`src/hdl/kcl_pkg.sv`:
```
package kcl_pkg;

   localparam int BUFFER_DEPTH = 7;
   localparam int POS_W        = $clog2(BUFFER_DEPTH);
   localparam int KEY_W        = 8;
   localparam int CODE_KEYS    = 3;
   localparam int SUFFIX_KEYS  = 5;
   localparam int SUFFIX_W     = SUFFIX_KEYS * KEY_W;
   localparam int DOOR_W       = CODE_KEYS * KEY_W;
   localparam int EVENT_W      = 3;
   localparam int CSR_IDX_W    = 8;

   // buffer positions that close a door code entry and a command entry
   localparam logic [POS_W-1:0] POS_CODE_DONE = POS_W'(CODE_KEYS);
   localparam logic [POS_W-1:0] POS_CMD_DONE  = POS_W'(2 + SUFFIX_KEYS - 1);
   localparam logic [POS_W-1:0] POS_LAST      = POS_W'(BUFFER_DEPTH - 1);

   // register indexes
   localparam logic [CSR_IDX_W-1:0] CSR_IDX_STAR   = CSR_IDX_W'(0);
   localparam logic [CSR_IDX_W-1:0] CSR_IDX_HASH   = CSR_IDX_W'(1);
   localparam logic [CSR_IDX_W-1:0] CSR_IDX_ADD    = CSR_IDX_W'(2);
   localparam logic [CSR_IDX_W-1:0] CSR_IDX_CHANGE = CSR_IDX_W'(3);

   // register reset values
   localparam logic [KEY_W-1:0]    STAR_RESET   = 8'd10;
   localparam logic [KEY_W-1:0]    HASH_RESET   = 8'd11;
   localparam logic [SUFFIX_W-1:0] ADD_RESET    = 40'h0B_0403_0201;
   localparam logic [SUFFIX_W-1:0] CHANGE_RESET = 40'h0B_0000_0000;
   localparam logic [KEY_W-1:0]    KEY_SEVEN    = 8'd7;

   typedef enum logic [EVENT_W-1:0] {
      EV_NONE         = 3'd0,
      EV_CODE_OK      = 3'd1,
      EV_ADD_TOKEN    = 3'd2,
      EV_CHANGE_START = 3'd3,
      EV_CHANGE_DONE  = 3'd4,
      EV_CHANGE_ERROR = 3'd5
   } event_type;

   typedef struct packed {
      logic [KEY_W-1:0]    star_code;
      logic [KEY_W-1:0]    hash_code;
      logic [SUFFIX_W-1:0] add_token_suffix;
      logic [SUFFIX_W-1:0] change_code_suffix;
   } cfg_type;

endpackage

```
`src/hdl/kcl_csr.sv`:
```
module kcl_csr (
   input  logic                          clock,
   input  logic                          reset,
   input  logic                          csr_valid,
   output logic                          csr_ready,
   input  logic [kcl_pkg::CSR_IDX_W-1:0] csr_index,
   input  logic [kcl_pkg::SUFFIX_W-1:0]  csr_data,
   output kcl_pkg::cfg_type              cfg
);

   kcl_pkg::cfg_type cfg_ff;
   kcl_pkg::cfg_type cfg_in;

   assign csr_ready = 1'b1;
   assign cfg       = cfg_ff;

   always_comb begin
      cfg_in = cfg_ff;
      if (csr_valid) begin
         unique case (csr_index)
            kcl_pkg::CSR_IDX_STAR:   cfg_in.star_code = csr_data[kcl_pkg::KEY_W-1:0];
            kcl_pkg::CSR_IDX_HASH:   cfg_in.hash_code = csr_data[kcl_pkg::KEY_W-1:0];
            kcl_pkg::CSR_IDX_ADD:    cfg_in.add_token_suffix = csr_data;
            kcl_pkg::CSR_IDX_CHANGE: cfg_in.change_code_suffix = csr_data;
            default:                 cfg_in = cfg_ff;  // unknown index: dropped
         endcase
      end
   end

   always_ff @(posedge clock) begin
      if (reset) begin
         cfg_ff.star_code          <= kcl_pkg::STAR_RESET;
         cfg_ff.hash_code          <= kcl_pkg::HASH_RESET;
         cfg_ff.add_token_suffix   <= kcl_pkg::ADD_RESET;
         cfg_ff.change_code_suffix <= kcl_pkg::CHANGE_RESET;
      end else begin
         cfg_ff <= cfg_in;
      end
   end

endmodule

```
`src/hdl/kcl_core.sv`:
```
module kcl_core (
   input  logic                        clock,
   input  logic                        reset,
   input  logic                        step,
   input  logic [kcl_pkg::KEY_W-1:0]   key,
   input  kcl_pkg::cfg_type            cfg,
   output kcl_pkg::event_type          event_res,
   output logic [kcl_pkg::DOOR_W-1:0]  door_code
);

   logic [kcl_pkg::KEY_W-1:0] buffer_ff [kcl_pkg::BUFFER_DEPTH];
   logic [kcl_pkg::KEY_W-1:0] buffer_in [kcl_pkg::BUFFER_DEPTH];
   logic [kcl_pkg::POS_W-1:0] position_ff;
   logic [kcl_pkg::POS_W-1:0] position_in;
   logic                      pending_ff;
   logic                      pending_in;
   logic [kcl_pkg::KEY_W-1:0] stored_ff [kcl_pkg::CODE_KEYS];
   logic [kcl_pkg::KEY_W-1:0] stored_in [kcl_pkg::CODE_KEYS];

   logic                         is_star;
   logic [kcl_pkg::SUFFIX_W-1:0] suffix_keys;
   logic                         add_match;
   logic                         change_match;
   logic                         new_code_bad;
   logic                         code_match;

   // buffer update
   always_comb begin
      is_star = (key == cfg.star_code);
      if (is_star) begin
         position_in = '0;
      end else if (position_ff == kcl_pkg::POS_LAST) begin
         position_in = '0;
      end else begin
         position_in = position_ff + kcl_pkg::POS_W'(1);
      end
      for (int i = 0; i < kcl_pkg::BUFFER_DEPTH; i++) begin
         if (position_in == kcl_pkg::POS_W'(i)) begin
            buffer_in[i] = key;
         end else if (is_star) begin
            buffer_in[i] = '0;
         end else begin
            buffer_in[i] = buffer_ff[i];
         end
      end
   end

   // sequence checks on the updated buffer
   always_comb begin
      suffix_keys  = {buffer_in[6], buffer_in[5], buffer_in[4], buffer_in[3], buffer_in[2]};
      add_match    = (suffix_keys == cfg.add_token_suffix);
      change_match = (suffix_keys == cfg.change_code_suffix);
      new_code_bad = 1'b0;
      code_match   = 1'b1;
      for (int i = 0; i < kcl_pkg::CODE_KEYS; i++) begin
         if (buffer_in[i+1] == cfg.star_code || buffer_in[i+1] == cfg.hash_code) begin
            new_code_bad = 1'b1;
         end
         if (stored_ff[i] != buffer_in[i+1]) begin
            code_match = 1'b0;
         end
      end
   end

   always_comb begin
      event_res  = kcl_pkg::EV_NONE;
      pending_in = pending_ff;
      stored_in  = stored_ff;
      if (buffer_in[0] != cfg.star_code) begin
         if (pending_ff) begin
            pending_in = 1'b0;
            event_res  = kcl_pkg::EV_CHANGE_ERROR;
         end
      end else if (pending_ff) begin
         if (position_in >= kcl_pkg::POS_CODE_DONE) begin
            pending_in = 1'b0;
            if (new_code_bad) begin
               event_res = kcl_pkg::EV_CHANGE_ERROR;
            end else begin
               event_res = kcl_pkg::EV_CHANGE_DONE;
               for (int i = 0; i < kcl_pkg::CODE_KEYS; i++) begin
                  stored_in[i] = buffer_in[i+1];
               end
            end
         end
      end else if (buffer_in[1] == cfg.hash_code) begin
         if (position_in >= kcl_pkg::POS_CMD_DONE) begin
            if (add_match) begin
               event_res = kcl_pkg::EV_ADD_TOKEN;
            end else if (change_match) begin
               event_res  = kcl_pkg::EV_CHANGE_START;
               pending_in = 1'b1;
            end
         end
      end else if (position_in >= kcl_pkg::POS_CODE_DONE && code_match) begin
         event_res = kcl_pkg::EV_CODE_OK;
      end
   end

   assign door_code = {stored_in[2], stored_in[1], stored_in[0]};

   always_ff @(posedge clock) begin
      if (reset) begin
         for (int i = 0; i < kcl_pkg::BUFFER_DEPTH; i++) begin
            buffer_ff[i] <= '0;
         end
         for (int i = 0; i < kcl_pkg::CODE_KEYS; i++) begin
            stored_ff[i] <= kcl_pkg::KEY_SEVEN;
         end
         position_ff <= '0;
         pending_ff  <= 1'b0;
      end else if (step) begin
         buffer_ff   <= buffer_in;
         stored_ff   <= stored_in;
         position_ff <= position_in;
         pending_ff  <= pending_in;
      end
   end

endmodule

```
`src/hdl/keypad_code_lock_sequencer.sv`:
```
// Keypad code lock sequencer.
// A key taken into the key register is judged on its way to the result register.
// Throughput: one key per cycle while the result channel is ready; the key and result
// registers each hold one beat, and the lock state updates in a single pass between them.
// Reset (synchronous, active high): buffer and position cleared, door code 7-7-7,
// no change pending, registers back to their defaults, both stages empty.
module keypad_code_lock_sequencer (
   input  logic                          clock,
   input  logic                          reset,
   // key channel
   input  logic                          req_valid,
   output logic                          req_ready,
   input  logic [kcl_pkg::KEY_W-1:0]     req_key,
   // result channel
   output logic                          rsp_valid,
   input  logic                          rsp_ready,
   output logic [kcl_pkg::EVENT_W-1:0]   rsp_event_res,
   output logic [kcl_pkg::DOOR_W-1:0]    rsp_door_code,
   // register write port
   input  logic                          csr_valid,
   output logic                          csr_ready,
   input  logic [kcl_pkg::CSR_IDX_W-1:0] csr_index,
   input  logic [kcl_pkg::SUFFIX_W-1:0]  csr_data
);

   kcl_pkg::cfg_type cfg;

   // key stage
   logic                      key_valid_ff;
   logic [kcl_pkg::KEY_W-1:0] key_ff;

   // result stage
   logic                        rsp_valid_ff;
   logic [kcl_pkg::EVENT_W-1:0] rsp_event_ff;
   logic [kcl_pkg::DOOR_W-1:0]  rsp_door_ff;

   kcl_pkg::event_type          core_event;
   logic [kcl_pkg::DOOR_W-1:0]  core_door;
   logic                        advance;

   // key moves to the result stage when that stage is empty or drains now
   assign advance   = key_valid_ff && (!rsp_valid_ff || rsp_ready);
   assign req_ready = !key_valid_ff || advance;

   assign rsp_valid     = rsp_valid_ff;
   assign rsp_event_res = rsp_event_ff;
   assign rsp_door_code = rsp_door_ff;

   kcl_csr u_csr (
      .clock     (clock),
      .reset     (reset),
      .csr_valid (csr_valid),
      .csr_ready (csr_ready),
      .csr_index (csr_index),
      .csr_data  (csr_data),
      .cfg       (cfg)
   );

   // lock state commits only on advance, so each key is judged once
   kcl_core u_core (
      .clock     (clock),
      .reset     (reset),
      .step      (advance),
      .key       (key_ff),
      .cfg       (cfg),
      .event_res (core_event),
      .door_code (core_door)
   );

   always_ff @(posedge clock) begin
      if (reset) begin
         key_valid_ff <= 1'b0;
         rsp_valid_ff <= 1'b0;
      end else begin
         if (req_ready) begin
            key_valid_ff <= req_valid;
         end
         if (advance) begin
            rsp_valid_ff <= 1'b1;
         end else if (rsp_ready) begin
            rsp_valid_ff <= 1'b0;
         end
      end
   end

   // payload registers, no reset
   always_ff @(posedge clock) begin
      if (req_valid && req_ready) begin
         key_ff <= req_key;
      end
      if (advance) begin
         rsp_event_ff <= core_event;
         rsp_door_ff  <= core_door;
      end
   end

endmodule

```
`config.mk`:
```
export PLATFORM = sky130hd
export DESIGN_NAME = keypad_code_lock_sequencer
export DESIGN_NICKNAME = d
export VERILOG_FILES = /design/src/hdl/kcl_pkg.sv /design/src/hdl/kcl_csr.sv /design/src/hdl/kcl_core.sv /design/src/hdl/keypad_code_lock_sequencer.sv
export SDC_FILE = /design/constraint.sdc
export NUM_CORES = 1
export LEC_CHECK = 0
export BUFFER_PORTS_ARGS = -buffer_cell sky130_fd_sc_hd__buf_2
export CAP_MARGIN = 20
export CORE_UTILIZATION = 49
export CTS_CLUSTER_DIAMETER = 40
export DETAILED_ROUTE_END_ITERATION = 10
export PLACE_DENSITY = 0.69
export SLEW_MARGIN = 20
export SYNTH_ARGS = -nofsm -noshare
export SYNTH_HDL_FRONTEND = slang
export SYNTH_SLANG_ARGS = --single-unit
```
`constraint.sdc`:
```
create_clock -name clock -period 11.5 [get_ports clock]
set_input_delay 3.45 -clock clock [delete_from_list [all_inputs] [get_ports clock]]
set_output_delay 3.45 -clock clock [all_outputs]
set_load 0.01 [all_outputs]
```
## After elaboration in Yosys (flattened, before gate mapping)

Index checks and enable logic that the tools add are counted.

- Add/sub/neg operators: 1
- $lt $le $gt $ge: 2
- Eq/ne operators: 23
- Multiplexer cells: 45
- Reduce and logical (&&, ||, !) cells: 17

Operators by type and width:

| operator | count |
|---|---|
| $mux 8 | 14 |
| $mux 24 | 4 |
| $eq 40x40->1 | 2 |
| $eq 8x8->1 | 7 |
| $ne 8x8->1 | 4 |
| $mux 3 | 9 |
| $mux 1 | 17 |
| $eq 8x2->1 const B | 2 |
| $eq 3x3->1 const B | 4 |
| $eq 8x1->1 const B | 1 |
| $logic_not 8->1 | 1 |
| $reduce_and 2->1 | 4 |
| $eq 3x2->1 const B | 2 |
| $logic_or 1x1->1 | 5 |
| $add 3x1->3 const B | 1 |
| $eq 3x1->1 const B | 1 |
| $ge 3x2->1 const B | 1 |
| $ge 3x3->1 const B | 1 |
| $logic_and 1x1->1 | 3 |
| $logic_not 3->1 | 1 |
| $logic_not 1->1 | 2 |
| $mux 2 | 1 |
| $reduce_bool 2->1 | 1 |

- Flip-flop bits (word level): 217
- Input bits: 61
- Output and inout bits: 30
- Word-level logic and storage cells: 109

## Longest topological paths before layout

- Depth after elaboration: 14
- Gate-level depth with buffers: 15
- Depth with buffers taken out: 10

## Hierarchy

Synthesis repeated with hierarchy kept, for this count alone.

- Cells, all modules: 1256
- Area, all modules: 12253.0 sq um

Modules (own cells, without submodules):

| module | instances | cells an instance | area an instance (sq um) | sequential area each (sq um) |
|---|---|---|---|---|
| kcl_core | 1 | 841 | 7160.6 | 1681.6 |
| kcl_csr | 1 | 370 | 3937.5 | 1921.8 |
| keypad_code_lock_sequencer | 1 | 45 | 1154.9 | 1091.0 |

## Worst setup path before layout

OpenSTA, ideal clock, no wires.

- Kind: in2out
- Start point: input port rsp_ready
- End point: output port req_ready
- Arrival time: 3.747 ns
- Data required time: 8.050 ns
- Slack: 4.303 ns
- Stages: 2
- Buffers on the path: 0
- Cells stage by stage: nor2b_1 nand2_1

- Cells in the longest elaborated chain, start to end: 3

Ends and longest elaborated chain:

| element | RTL line | RTL |
|---|---|---|
| start: declaration | keypad_code_lock_sequencer.sv:16 | `input logic rsp_ready,` |
| $logic_or 1x1->1 | keypad_code_lock_sequencer.sv:42 | `assign advance = key_valid_ff && (!rsp_valid_ff \|\| rsp_ready);` |
| $logic_and 1x1->1 | keypad_code_lock_sequencer.sv:42 |  |
| $logic_or 1x1->1 | keypad_code_lock_sequencer.sv:43 | `assign req_ready = !key_valid_ff \|\| advance;` |
| end: declaration | keypad_code_lock_sequencer.sv:12 | `output logic req_ready,` |

No other way between the ends.

## Final worst setup path

Ends and elaborated chain as after synthesis.

==> reports/results.txt <==
status: complete, no violations
ANT cells: 0
WHS Path Cells: 2
Die H: 157 um
CP required: 8.05 ns
Tot GR Track Use: 0.267
Tcrit/Tclk final: 0.651
commonest cells after routing, fill and taps aside: nand2_1, dfxtp_1, a21oi_1, buf_2, nor2_1
CTS tree: yes
final setup vio count: 0
flops & latches, synth: 217
crit-path max FO: 4
Hold WC Path Type: reg -> reg
register area: 4690 um^2
hold path endpoint: u_core.buffer_ff[24]
Worst Setup Start Kind: input port
clk_lat worst skew: 0.52 ns
Setup CP Type: in -> out
Max Fclk: 0.134 GHz
Initial DRC Count: 782
Vias per Instance: 5.91
fillcell total: 2,093
fin nets: 1,470
Largest delay share family, worst path: simple AND/OR/NAND/NOR gates
antenna violations before repair: 0
reg-to-reg slack, setup: 6.79 ns
layout cell share with drive strength beyond 1: 0.154
Max Cap Viol: 0
Row Count: 56
Reg-to-Reg End: u_core.pending_ff
top cells by area, synth: dfxtp_1, edfxtp_1, nand2_1, a21oi_1, mux2i_1
Worst Tran Pin Value: 1.11 ns
critical path cell sequence: buf_2 > nor2b_1 > nand2_1 > buf_2
Post-Route WL: 32,700 um
Cell Count, Final, Fillers Out: 1,755
global-route wire length before repair: 51,100 um
drt wl/cell: 18.6 um
hold_buf cts: 0
Initial Util: 0.500
routed vias: 10,369
ys flop type: dfxtp_1
maximum vdd drop: 0.000127 V
Fin Hold WS: 0.452 ns
Clock transition at path regs: 0.05 ns
Inst Count DP: 1,690
cell area after synthesis: 11,700 um^2
Multi-input gate area: 6530 um^2
CORE AREA: 23,500 um^2
slowest stage cell, crit path: nor2b_1
clk sinks: 217
top cell type by total area after synthesis: dfxtp_1
most used cell along the critical path: buf_2
DIE AREA: 24,600 um^2
Synthesized Nets: 1,429
sequential area share after synthesis: 0.400
routability cong.: 0.897
die width: 157 um
clock skew: 0.0283 ns
largest net degree at the start of global routing: 103
post_cts resized: 0
commonest non-fill, non-tap cell in the layout: nand2_1
Final Cell Area: 13,400 um^2
hpwl dp: 21,900 um
slowest stage delay, CP: 0.24 ns
leakage dissipation: 4.89 nW
Max-slew headroom: 0.241
synthesized area per cell: 8.57 um^2
total grt overflow: 0
CP bufs+invs: 2
cells after synthesis: 1,368
IO Port Bufs: 89
post-synth top area share: 0.311
Yosys Warn Count: 0
Post-CTS Setup Bufs: 0
PnR Total Power: 1.97 mW
DRC Markers: 0
setup TNS: 0 ns
Max Slew Vio Count: 0
Arr. time, crit path: 4.03 ns
number of synthesized flops with an enable pin: 35
Reg-to-Reg Start: key_ff[1]
Distinct cells, synth: 63
Hold Crit Start: u_core.buffer_ff[24]
RSZ-0062 raised after global routing: no
number of CTS-inserted buffers: 36
crit end category: primary output
root buf cell: clkbuf_16
CTS H-tree lvls: 2
Final ANT Viol Nets: 0
final count of hold timing violations: 0
Synth async-reset ratio: 0
Max Root-Sink Buffers: 3
Area Growth Syn to Fin: 14.6%
Worst R2R Path Depth: 12
first-pass detailed-route iteration total: 5
min Tclk post-route: 7.48 ns
vias in the first global route: 9,184
Post-DP Area: 12,300 um^2
pwr/cell area: 146 nW/um^2
Ports: 91
sequential cells by signal, summed over array words and instances, names as in the netlist:
register / cells
u_csr.cfg: 96
u_core.buffer_ff: 56
rsp_door_code: 24
u_core.stored_ff: 24
key_ff: 8
rsp_event_res: 3
u_core.position_ff: 3
key_valid_ff: 1
rsp_valid: 1
u_core.pending_ff: 1
Yosys cell counts, types with 19 or more instances:
library cell and n:
a21oi_1 177, a31oi_1 24, clkbuf_1 64, dfxtp_1 182, edfxtp_1 35, mux2_1 22
mux2_2 19, mux2i_1 72, nand2_1 252, nand4_1 30, nor2_1 79, nor3_1 30
nor4b_1 22, o32ai_1 21, xnor2_1 60, xor2_1 69
worst max path at each step:
stage	start	endpoint	slack [ns]	depth (start not counted)
6_report	rsp_ready	req_ready	4.02	4
5_1_grt	rsp_ready	req_ready	3.94	4
4_1_cts	rsp_ready	req_ready	4.00	4
3_5_place_dp	rsp_ready	req_ready	4.00	4
3_3_place_gp	rsp_ready	req_ready	4.03	4
2_1_floorplan	rsp_ready	req_ready	4.30	2
metal layers:
layer	track usage	part of all wire
met3	0.0510	0.082
met4	0.104	0.034
met1	0.376	0.45
met5	0	0
met2	0.401	0.44
power by group:
group | total (mW) | leakage [nW] | switching [mW] | internal, mW
clock | 1.06 | 0.577 | 0.381 | 0.674
sequential | 0.790 | 1.76 | 0.00999 | 0.780
combinational | 0.120 | 2.55 | 0.0795 | 0.0402
total | 1.97 | 4.89 | 0.471 | 1.49
cells by family after synthesis:
| kind of cell | count (synthesis) | synth area share |
|---|---|---|
| buffers and inverters | 115 | 0.0446 |
| AND/OR/NAND/NOR | 494 | 0.204 |
| other | 1 | 0.000320 |
| XOR/XNOR | 129 | 0.0963 |
| multiplexers | 113 | 0.101 |
| AO/OA/AOI/OAI | 299 | 0.153 |
| flip-flops | 217 | 0.400 |
final cells by class:
type | instances | area share
clock buffer | 44 | 0.0723
clock inverter | 21 | 0.0160
inverter | 10 | 0.00279
multi-input combinational | 1036 | 0.486
sequential | 217 | 0.349
tap | 319 | 0.0297
timing repair buffer | 108 | 0.0442
per-stage QoR:
step / utilization / setup slack, ns
final: 0.573 / 4.02
after global placement: 0.522 / 4.03
after floorplan: - / 4.30
after CTS: 0.573 / 4.00
after global routing: 0.573 / 3.94
after detailed placement: 0.522 / 4.00
worst register-to-register path, cell delays in order, from the launching register on:
cell,delay [ns]
edfxtp_1,0.72
xor2_1,0.20
nor4_4,0.27
buf_4,0.42
and2_2,0.23
buf_4,0.70
a21oi_1,0.11
o32ai_1,0.46
nand4_1,0.14
nor3_1,0.33
nand4_1,0.32
or4_1,0.58
a21oi_1,0.15
Note: power is estimated with default switching activity, not from simulation.
